### src/sv/kpl_pkg.sv
// ----------------------------------------------------------------------------
// kpl_pkg - shared definitions for the keypad time window lock
// Key codes, status codes, register indexes, field widths and the result
// word layout used by the lock and its checker.
// ----------------------------------------------------------------------------
package kpl_pkg;

  // Password geometry and retry limit.
  localparam int PW_LEN       = 5;
  localparam int MAX_ATTEMPTS = 3;

  // Field widths.
  localparam int KEY_W  = 8;
  localparam int MIN_W  = 11;
  localparam int NIB_W  = 4;
  localparam int PW_W   = PW_LEN * NIB_W;
  localparam int CNT_W  = 3;
  localparam int ATT_W  = 2;
  localparam int STAT_W = 3;
  localparam int IDX_W  = (PW_LEN > 1) ? $clog2(PW_LEN) : 1;

  // Stream and configuration port widths.
  localparam int S_DATA_W = 24;
  localparam int M_DATA_W = 16;
  localparam int CFG_IDX_W  = 2;
  localparam int CFG_DATA_W = PW_W;

  // Reset values of the configuration registers.
  localparam logic [PW_W-1:0]  PW_RESET    = 20'h12345;
  localparam logic [MIN_W-1:0] START_RESET = '0;
  localparam logic [MIN_W-1:0] STOP_RESET  = '0;

  // Configuration register indexes.
  localparam logic [CFG_IDX_W-1:0] REG_PASSWORD = 2'd0;
  localparam logic [CFG_IDX_W-1:0] REG_START    = 2'd1;
  localparam logic [CFG_IDX_W-1:0] REG_STOP     = 2'd2;

  // Key codes (ASCII).
  localparam logic [KEY_W-1:0] KEY_0     = 8'h30;
  localparam logic [KEY_W-1:0] KEY_9     = 8'h39;
  localparam logic [KEY_W-1:0] KEY_BACK  = 8'h42;
  localparam logic [KEY_W-1:0] KEY_ENTER = 8'h45;

  // Status codes.
  localparam logic [STAT_W-1:0] ST_IGNORED   = 3'd0;
  localparam logic [STAT_W-1:0] ST_STARTED   = 3'd1;
  localparam logic [STAT_W-1:0] ST_DIGIT     = 3'd2;
  localparam logic [STAT_W-1:0] ST_REMOVED   = 3'd3;
  localparam logic [STAT_W-1:0] ST_RETRY     = 3'd4;
  localparam logic [STAT_W-1:0] ST_EXHAUSTED = 3'd5;
  localparam logic [STAT_W-1:0] ST_GRANTED   = 3'd6;
  localparam logic [STAT_W-1:0] ST_OUTSIDE   = 3'd7;

  // One result word; status sits in the lowest bits.
  typedef struct packed {
    logic              session_open;
    logic [ATT_W-1:0]  attempts_used;
    logic [CNT_W-1:0]  digits_entered;
    logic [STAT_W-1:0] status;
  } result_t;

  localparam int RES_W = $bits(result_t);

endpackage

### src/sv/keypad_password_time_window_lock.sv
// ----------------------------------------------------------------------------
// keypad_password_time_window_lock - keypad combination lock with time window
// Takes one key press per word and reports one status word per key.
// ----------------------------------------------------------------------------
// Usage:
//   Input stream (s_axis_*): one word per key press. tdata carries the ASCII
//   key code and the present minute of the day. 'E' opens a session, digits
//   fill the entry buffer, 'B' removes the last digit, other keys are ignored.
//   The fifth digit triggers the password compare; a match grants access
//   only when the minute lies between start and stop, both included.
//   Output stream (m_axis_*): exactly one status word per accepted key, in
//   order, giving the status code, digits held, failed attempts and whether
//   a session is still open.
//   Configuration: cfg_we writes password, start minute or stop minute at
//   cfg_index; write only while no key is in flight.
//   Results are registered in the output register or the skid register. One
//   key is accepted every cycle while s_axis_tready is high; the state update,
//   buffer compare and window check are a single registered step.
//   A skid register behind the output register lets one extra key in while
//   the receiver stalls; s_axis_tready drops only when that is full.
//   Reset (rst, synchronous) closes the session, clears the counts, empties
//   the output side and restores the configuration reset values.
// ----------------------------------------------------------------------------
module keypad_password_time_window_lock (
  input  logic                          clk,
  input  logic                          rst,
  // tdata: key_code[7:0], current_minute[18:8], zero fill above
  input  logic [kpl_pkg::S_DATA_W-1:0]  s_axis_tdata,
  input  logic                          s_axis_tvalid,
  output logic                          s_axis_tready,
  // tdata: status[2:0], digits_entered[5:3], attempts_used[7:6],
  //        session_open[8], zero fill above
  output logic [kpl_pkg::M_DATA_W-1:0]  m_axis_tdata,
  output logic                          m_axis_tvalid,
  input  logic                          m_axis_tready,
  input  logic                          cfg_we,
  input  logic [kpl_pkg::CFG_IDX_W-1:0] cfg_index,
  input  logic [kpl_pkg::CFG_DATA_W-1:0] cfg_data
);

  // Configuration registers.
  logic [kpl_pkg::PW_W-1:0]  password;
  logic [kpl_pkg::MIN_W-1:0] start_minute;
  logic [kpl_pkg::MIN_W-1:0] stop_minute;

  // Session state.
  logic                      session_active;
  logic [kpl_pkg::CNT_W-1:0] entry_count;
  logic [kpl_pkg::ATT_W-1:0] failed_attempts;
  logic [kpl_pkg::NIB_W-1:0] entry_buffer [kpl_pkg::PW_LEN];

  logic session_active_next;
  logic [kpl_pkg::CNT_W-1:0] entry_count_next;
  logic [kpl_pkg::ATT_W-1:0] failed_attempts_next;

  // Output side.
  kpl_pkg::result_t result_word;
  kpl_pkg::result_t out_word;
  kpl_pkg::result_t skid_word;
  logic             skid_valid;

  logic                       accept;
  logic                       out_free;
  logic [kpl_pkg::KEY_W-1:0]  key;
  logic [kpl_pkg::MIN_W-1:0]  now;
  logic                       key_numeric;
  logic [kpl_pkg::NIB_W-1:0]  digit;
  logic                       buffer_match;
  logic                       last_digit;
  logic                       in_window;
  logic [kpl_pkg::ATT_W-1:0]  attempts_inc;
  logic [kpl_pkg::STAT_W-1:0] status;

  assign key      = s_axis_tdata[kpl_pkg::KEY_W-1:0];
  assign now      = s_axis_tdata[kpl_pkg::KEY_W +: kpl_pkg::MIN_W];
  assign accept   = s_axis_tvalid && s_axis_tready;
  assign out_free = !m_axis_tvalid || m_axis_tready;
  assign s_axis_tready = !skid_valid;

  // Key decode.
  assign key_numeric = key inside {[kpl_pkg::KEY_0:kpl_pkg::KEY_9]};
  assign digit    = kpl_pkg::NIB_W'(key - kpl_pkg::KEY_0);
  assign last_digit = (entry_count == kpl_pkg::CNT_W'(kpl_pkg::PW_LEN - 1));
  assign in_window  = (now >= start_minute) && (now <= stop_minute);
  assign attempts_inc = failed_attempts + kpl_pkg::ATT_W'(1);

  // Compare the held digits plus the incoming one with the password.
  always_comb begin
    buffer_match = (digit == password[kpl_pkg::NIB_W-1:0]);
    for (int i = 0; i < kpl_pkg::PW_LEN - 1; i++) begin
      if (entry_buffer[i] !=
          password[kpl_pkg::NIB_W*(kpl_pkg::PW_LEN-1-i) +: kpl_pkg::NIB_W]) begin
        buffer_match = 1'b0;
      end
    end
  end

  // Next session state and status for the key at the input.
  always_comb begin
    session_active_next  = session_active;
    entry_count_next     = entry_count;
    failed_attempts_next = failed_attempts;
    status               = kpl_pkg::ST_IGNORED;
    if (!session_active) begin
      if (key == kpl_pkg::KEY_ENTER) begin
        session_active_next  = 1'b1;
        entry_count_next     = '0;
        failed_attempts_next = '0;
        status               = kpl_pkg::ST_STARTED;
      end
    end else if (key_numeric) begin
      if (last_digit) begin
        entry_count_next = '0;
        if (buffer_match) begin
          session_active_next = 1'b0;
          status = in_window ? kpl_pkg::ST_GRANTED : kpl_pkg::ST_OUTSIDE;
        end else begin
          failed_attempts_next = attempts_inc;
          if (attempts_inc >= kpl_pkg::ATT_W'(kpl_pkg::MAX_ATTEMPTS)) begin
            session_active_next = 1'b0;
            status = kpl_pkg::ST_EXHAUSTED;
          end else begin
            status = kpl_pkg::ST_RETRY;
          end
        end
      end else begin
        entry_count_next = entry_count + kpl_pkg::CNT_W'(1);
        status           = kpl_pkg::ST_DIGIT;
      end
    end else if (key == kpl_pkg::KEY_BACK && entry_count != '0) begin
      entry_count_next = entry_count - kpl_pkg::CNT_W'(1);
      status           = kpl_pkg::ST_REMOVED;
    end
  end

  always_comb begin
    result_word.status         = status;
    result_word.digits_entered = entry_count_next;
    result_word.attempts_used  = failed_attempts_next;
    result_word.session_open   = session_active_next;
  end

  // Configuration writes.
  always_ff @(posedge clk) begin
    if (rst) begin
      password     <= kpl_pkg::PW_RESET;
      start_minute <= kpl_pkg::START_RESET;
      stop_minute  <= kpl_pkg::STOP_RESET;
    end else if (cfg_we) begin
      case (cfg_index)
        kpl_pkg::REG_PASSWORD: password     <= cfg_data;
        kpl_pkg::REG_START:    start_minute <= cfg_data[kpl_pkg::MIN_W-1:0];
        kpl_pkg::REG_STOP:     stop_minute  <= cfg_data[kpl_pkg::MIN_W-1:0];
        default: ;
      endcase
    end
  end

  // Session state update.
  always_ff @(posedge clk) begin
    if (rst) begin
      session_active  <= 1'b0;
      entry_count     <= '0;
      failed_attempts <= '0;
    end else if (accept) begin
      session_active  <= session_active_next;
      entry_count     <= entry_count_next;
      failed_attempts <= failed_attempts_next;
    end
  end

  // Entry buffer: a digit lands at the current fill position.
  always_ff @(posedge clk) begin
    if (accept && session_active && key_numeric) begin
      entry_buffer[entry_count[kpl_pkg::IDX_W-1:0]] <= digit;
    end
  end

  // Output register with a skid stage behind it.
  always_ff @(posedge clk) begin
    if (rst) begin
      m_axis_tvalid <= 1'b0;
      skid_valid    <= 1'b0;
    end else if (!out_free) begin
      if (accept) begin
        skid_valid <= 1'b1;
      end
    end else if (skid_valid) begin
      m_axis_tvalid <= 1'b1;
      skid_valid    <= 1'b0;
    end else begin
      m_axis_tvalid <= accept;
    end
  end

  always_ff @(posedge clk) begin
    if (!out_free) begin
      if (accept) begin
        skid_word <= result_word;
      end
    end else if (skid_valid) begin
      out_word <= skid_word;
    end else if (accept) begin
      out_word <= result_word;
    end
  end

  assign m_axis_tdata = {(kpl_pkg::M_DATA_W - kpl_pkg::RES_W)'(0), out_word};

endmodule

### config.mk
export PLATFORM = sky130hd
export DESIGN_NAME = keypad_password_time_window_lock
export DESIGN_NICKNAME = d
export VERILOG_FILES = /design/src/sv/kpl_pkg.sv /design/src/sv/keypad_password_time_window_lock.sv
export SDC_FILE = /design/constraint.sdc
export NUM_CORES = 1
export LEC_CHECK = 0
export ABC_AREA = 1
export BUFFER_PORTS_ARGS = -buffer_cell sky130_fd_sc_hd__buf_2
export CORE_ASPECT_RATIO = 1.2
export CORE_MARGIN = 2
export CORE_UTILIZATION = 45
export DETAILED_ROUTE_END_ITERATION = 12
export GPL_ROUTABILITY_DRIVEN = 0
export PLACE_DENSITY = 0.72
export SKIP_LAST_GASP = 1
export SLEW_MARGIN = 0
export SYNTH_ARGS = -nofsm -noshare
export SYNTH_HDL_FRONTEND = slang
export SYNTH_SLANG_ARGS = --single-unit
export TNS_END_PERCENT = 100
### constraint.sdc
create_clock -name clk -period 2.7 [get_ports clk]
set_clock_uncertainty 0.15 [all_clocks]
set_input_delay 0.54 -clock clk [delete_from_list [all_inputs] [get_ports clk]]
set_output_delay 0.54 -clock clk [all_outputs]
set_load 0.03 [all_outputs]
# After elaboration in Yosys (flattened, before gate mapping)
# Memory sizes are Yosys's and may differ from the RTL's.
# Index checks and enable logic that the tools add are counted.
# word_totals
reg_bits	68
latch_bits	0
elab_cells	88
rom_bits	0
output_inout_bits	18
in_bits	51
mem_bits_rw	20
memories	1
# classes
n_shift	0
bitwise	1
n_div	0
n_addsub	4
magnitude_cmp	5
multipliers	0
reduce_logical	18
n_mux	33
eq_ne	10
# memory_table
name	depth	width	read_ports	rd_ports_with_merged_regs	write_ports	line	rtl
entry_buffer	5	4	4	0	1	keypad_password_time_window_lock.sv:50	logic [kpl_pkg::NIB_W-1:0] entry_buffer [kpl_pkg::PW_LEN];
# op_table
op	n
$mux W3	8
$mux W9	2
$eq A8 B7 Y1 const B	2
$mux W1	16
$ne A4 B4 Y1	4
$mux W2	7
$ge A11 B11 Y1	1
$le A11 B11 Y1	1
$reduce_and A2 Y1	5
$ge A8 B6 Y1 const B	1
$le A8 B6 Y1 const B	1
$logic_and A1 B1 Y1	6
$eq A4 B4 Y1	1
$sub A4 B1 Y4 const B	1
$add A3 B1 Y3 const B	1
$eq A3 B3 Y1 const B	1
$reduce_bool A3 Y1	1
$sub A3 B1 Y3 const B	1
$add A2 B1 Y2 const B	1
$eq A2 B1 Y1 const B	1
$eq A2 B2 Y1 const B	1
$ge A2 B2 Y1 const B	1
$logic_not A1 Y1	2
$logic_not A2 Y1	1
4 further kinds	4

# Longest topological paths before layout
# depth
ltp_word	12
ltp_mapped	16
mapped_depth_nobuf	16

# Worst setup path after synthesis
# Ideal clock, no wire load.
# synth_path
path_kind	input -> register
start	input port s_axis_tdata[7] (netlist bit)
end	memory entry_buffer[0][0] (netlist bit) (enable)
path_stages	7
required_ns	2.173
arrival_ns	1.638
path_slack_ns	0.535
setup_ns	0.377
n_path_buf	0
cell_sequence	nor2_1 > nand3_1 > nor2_1 > nand2_1 > nor2_1 > inv_1 > nor4_1
# synth_between
elab_chain_len	5
elab_cells_between_ends	6
cone_classes	order compare: 2; mux: 2; reduce/logical: 2
# synth_lines
item	line	rtl
from (decl)	keypad_password_time_window_lock.sv:28	input logic [kpl_pkg::S_DATA_W-1:0] s_axis_tdata,
$ge A8 B6 Y1 or $le A8 B6 Y1 (tied branches)	keypad_password_time_window_lock.sv:81	assign key_numeric = key inside {[kpl_pkg::KEY_0:kpl_pkg::KEY_9]};
$logic_and A1 B1 Y1 (*)	keypad_password_time_window_lock.sv:81	
$logic_and A1 B1 Y1 (*)	keypad_password_time_window_lock.sv:174	if (accept && session_active && key_numeric) begin
$mux W1 (*)	keypad_password_time_window_lock.sv:174	
$mux W1 (not written as such) (*)	keypad_password_time_window_lock.sv:175	entry_buffer[entry_count[kpl_pkg::IDX_W-1:0]] <= digit;
to (decl)	keypad_password_time_window_lock.sv:50	
# Every way passes the cells marked *; elsewhere a longest branch is shown, timed or not.

# Worst setup path in the final report
# layout_path
start	register skid_valid
end	memory entry_buffer[0][1] (netlist bit) (enable)
# layout_between
elab_chain_len	6
# layout_lines
item	line	rtl
from (decl)	keypad_password_time_window_lock.sv:60	logic skid_valid;
from (signal assigned)	keypad_password_time_window_lock.sv:183	skid_valid <= 1'b0;
from (signal assigned)	keypad_password_time_window_lock.sv:186	skid_valid <= 1'b1;
from (signal assigned)	keypad_password_time_window_lock.sv:190	skid_valid <= 1'b0;
$logic_not A1 Y1	keypad_password_time_window_lock.sv:78	assign s_axis_tready = !skid_valid;
$logic_and A1 B1 Y1	keypad_password_time_window_lock.sv:76	assign accept = s_axis_tvalid && s_axis_tready;
$logic_and A1 B1 Y1 (2 in series)	keypad_password_time_window_lock.sv:174	
$mux W1	keypad_password_time_window_lock.sv:174	
$mux W1 (not written as such)	keypad_password_time_window_lock.sv:175	
# Every way passes these cells.

==> key figures <==
Status
  • Run status: finished clean

Critical path
  • Critical path capture point type: flop
  • CP startpoint kind: flop
  • Worst Path Class, Setup: flop to flop
  • Crit path top cell by count: inv_1
  • CP Cell Sequence: nor2_2 -> inv_1 -> nor2_1 -> inv_1 -> nor4_1 -> buf_4
  • Slowest cell on the critical path: dfxtp_1
  • Crit path DAT: 2.07 ns
  • Worst Path Required: 2.59 ns
  • Critical path depth: 6
  • Worst r2r path cells: 6
  • Worst path buffer plus inverter count: 3
  • Crit path max-delay family: simple AND/OR/NAND/NOR gates
  • Critical Path Max Stage Delay: 0.48 ns
  • CP max FO: 18

CTS
  • Clock Sinks: 84
  • # Post-CTS Setup Buffers: 0
  • Clock buffer depth: 2
  • Clock latency on the worst-skew pair: 0.33 ns
  • Clock H-tree levels: 3
  • CTS buffer count: 9
  • CTS tree: done
  • Clk slew on worst S/H paths: 0.06 ns
  • Post-CTS sizing: 0
  • Post-CTS Hold Buffers: 0
  • Root Buffer: clkbuf_16

Die
  • Die height: 112.0 um
  • Die width: 93.99 um
  • Die area: 10530 um^2
  • Rows: 39
  • Starting density of the core: 46.19%
  • Top Ports: 69
  • Core area: 9467 um^2

Global routing
  • GRT Total Usage: 18.80%
  • Largest net degree at the start of global routing: 34
  • First-pass GRT wire length: 15700 um
  • Total grt overflow: 0
  • Initial antenna violation count: 0
  • Vias in the first global route: 3502

Synth
  • Syn Inst Count: 554
  • Mapped Area: 4373 um^2
  • Seq/Total Area, Yosys: 46.24%
  • Synth Area in Compound Gates: 13.19%
  • Ys flop type: dfxtp_1
  • Asr flop ratio synth: 0%
  • Yosys cell types: 31
  • Multiplexer share of the synthesized area: 0%
  • Post-Synth Adder-Cell Area: 7.439%
  • Synth Area in Simple Gates: 20.06%
  • Main combinational cell family by area after synthesis: simple AND/OR/NAND/NOR gates
  • XOR/XNOR Fraction of Synth Area: 2.403%
  • Flip-flop and latch count after synthesis: 84
  • EDFF count, synth: 34
  • Synth Area per Inst: 7.893 um^2
  • Yosys warnings: 0

Placed design
  • PortBufs: 56
  • Place WS: 0.2611 ns
  • Post-DP HPWL: 7168 um
  • DP Area: 4765 um^2
  • Post-Place Cells: 724

Min path
  • Worst Hold Class: input pin to flop
  • Worst hold stages: 3

Layout
  • Layout Area Growth over Synthesis: 16.02%
  • Final #Nets: 689
  • Most common cell after layout, fill and taps aside: nand2_1
  • Layout cell share with drive strength beyond 1: 14.75%
  • Non-Filler Instances: 740
  • # diodes: 0
  • Final Core Density: 53.60%
  • Post-Layout Inst Area: 5074 um^2
  • Highest-count cells in the layout ignoring fill and taps: 125 x nand2_1, 86 x inv_1, 56 x buf_2

Power and ir drop
  • Peak supply drop: 0.3695 mV
  • Overall Power: 3.053 mW
  • Pwr dens: 601.8 nW/um^2
  • LEAKAGE: 2.335 nW

Timing
  • Tmin final: 2.180 ns
  • Unrepaired setup endpoints after global routing: false
  • Final Max Slew Viols: 0
  • Slew HR: 42.23%
  • Fin worst setup slack: 0.5195 ns
  • Final setup vio count: 0
  • Hold Fails Final Rpt: 0
  • Final worst-path cycle share: 80.76%
  • Max frequency: 458.6 MHz
  • TNS Setup: 0 ns
  • Worst-Margin Slew: 0.8612 ns
  • Worst Hold Slack: 0.2669 ns

Routing
  • Vias per cell: 4.978
  • Initial DRC Count: 176
  • Pre-antenna DRT Iters: 5
  • WL/cell: 12.82 um
  • # DRC: 0
  • Post-Route WL: 9485 um
  • Total number of vias: 3684
  • Routed Antenna Nets: 0

Job
  • Number of max-cap violations: 0
path summary, 6_finish.rpt:
kind,slack [ns],start,endpoint
setup reg to reg,0.52,skid_valid,entry_buffer[0][1]
hold reg to reg,0.30,stop_minute[0],stop_minute[0]
hold / removal,0.27,cfg_data[16],password[16]
setup / recovery,0.52,skid_valid,entry_buffer[0][1]
registers in the layout (all words and copies together), names as in the netlist:
register and count:
password 20, entry_buffer 16, start_minute 11, stop_minute 11, m_axis_tdata 9, skid_word 9, entry_count 3, failed_attempts 2
m_axis_tvalid 1, session_active 1, skid_valid 1
metal layers:
metal / global-route usage [%] / wire, um / up-vias
li1: - / - / 1893
met1: 22.93 / 4088 / 1694
met2: 32.86 / 4888 / 85
met3: 3.248 / 358 / 12
met4: 6.957 / 148 / 0
met5: 0 / 0 / -
worst register-to-register path, cell delays in order (launching register included):
cell	delay [ns]
dfxtp_1	0.48
nor2_2	0.37
inv_1	0.19
nor2_1	0.19
inv_1	0.08
nor4_1	0.22
buf_4	0.21
synthesized netlist by cell type (all sizes together) (4+ instances only):
cell    number  area share [%]
nand4        4            0.57
nand2      128              11
edfxtp      34              23
xnor2        8             1.6
buf          9             1.7
o21ai       56             6.7
a21oi       45             5.2
nor2        49             4.4
nand3       19             2.4
xor2         4            0.80
inv         88             7.6
clkbuf      14             1.2
dfxtp       50              23
o211ai       6             1.0
ha          26             7.4
power breakdown:
| part | switching [mW] | internal, mW | leakage, nW |
|---|---|---|---|
| logic | 0.237 | 0.132 | 1.46 |
| registers | 0.0305 | 1.38 | 0.730 |
| clock network | 0.472 | 0.806 | 0.147 |
| total | 0.740 | 2.31 | 2.33 |
layout make-up:
cell class / instances / area (um^2)
fill: 896 / 4393
timing repair buffer: 64 / 340.3
tap: 123 / 153.9
multi-input combinational: 363 / 1911
clock inverter: 5 / 76.32
inverter: 90 / 337.8
clock buffer: 11 / 232.7
sequential: 84 / 2022
kinds of logic (layout without fill, tap and decap cells):
group | Yosys count | count (layout)
AOI/OAI and AO/OA | 109 | 109
xor gates and xnor gates | 12 | 12
adders and majority gates | 26 | 26
buffers and inverters | 113 | 170
DFF | 84 | 84
other | 1 | 7
and+or+nand+nor | 209 | 209
(Power assumes the default switching activity.)
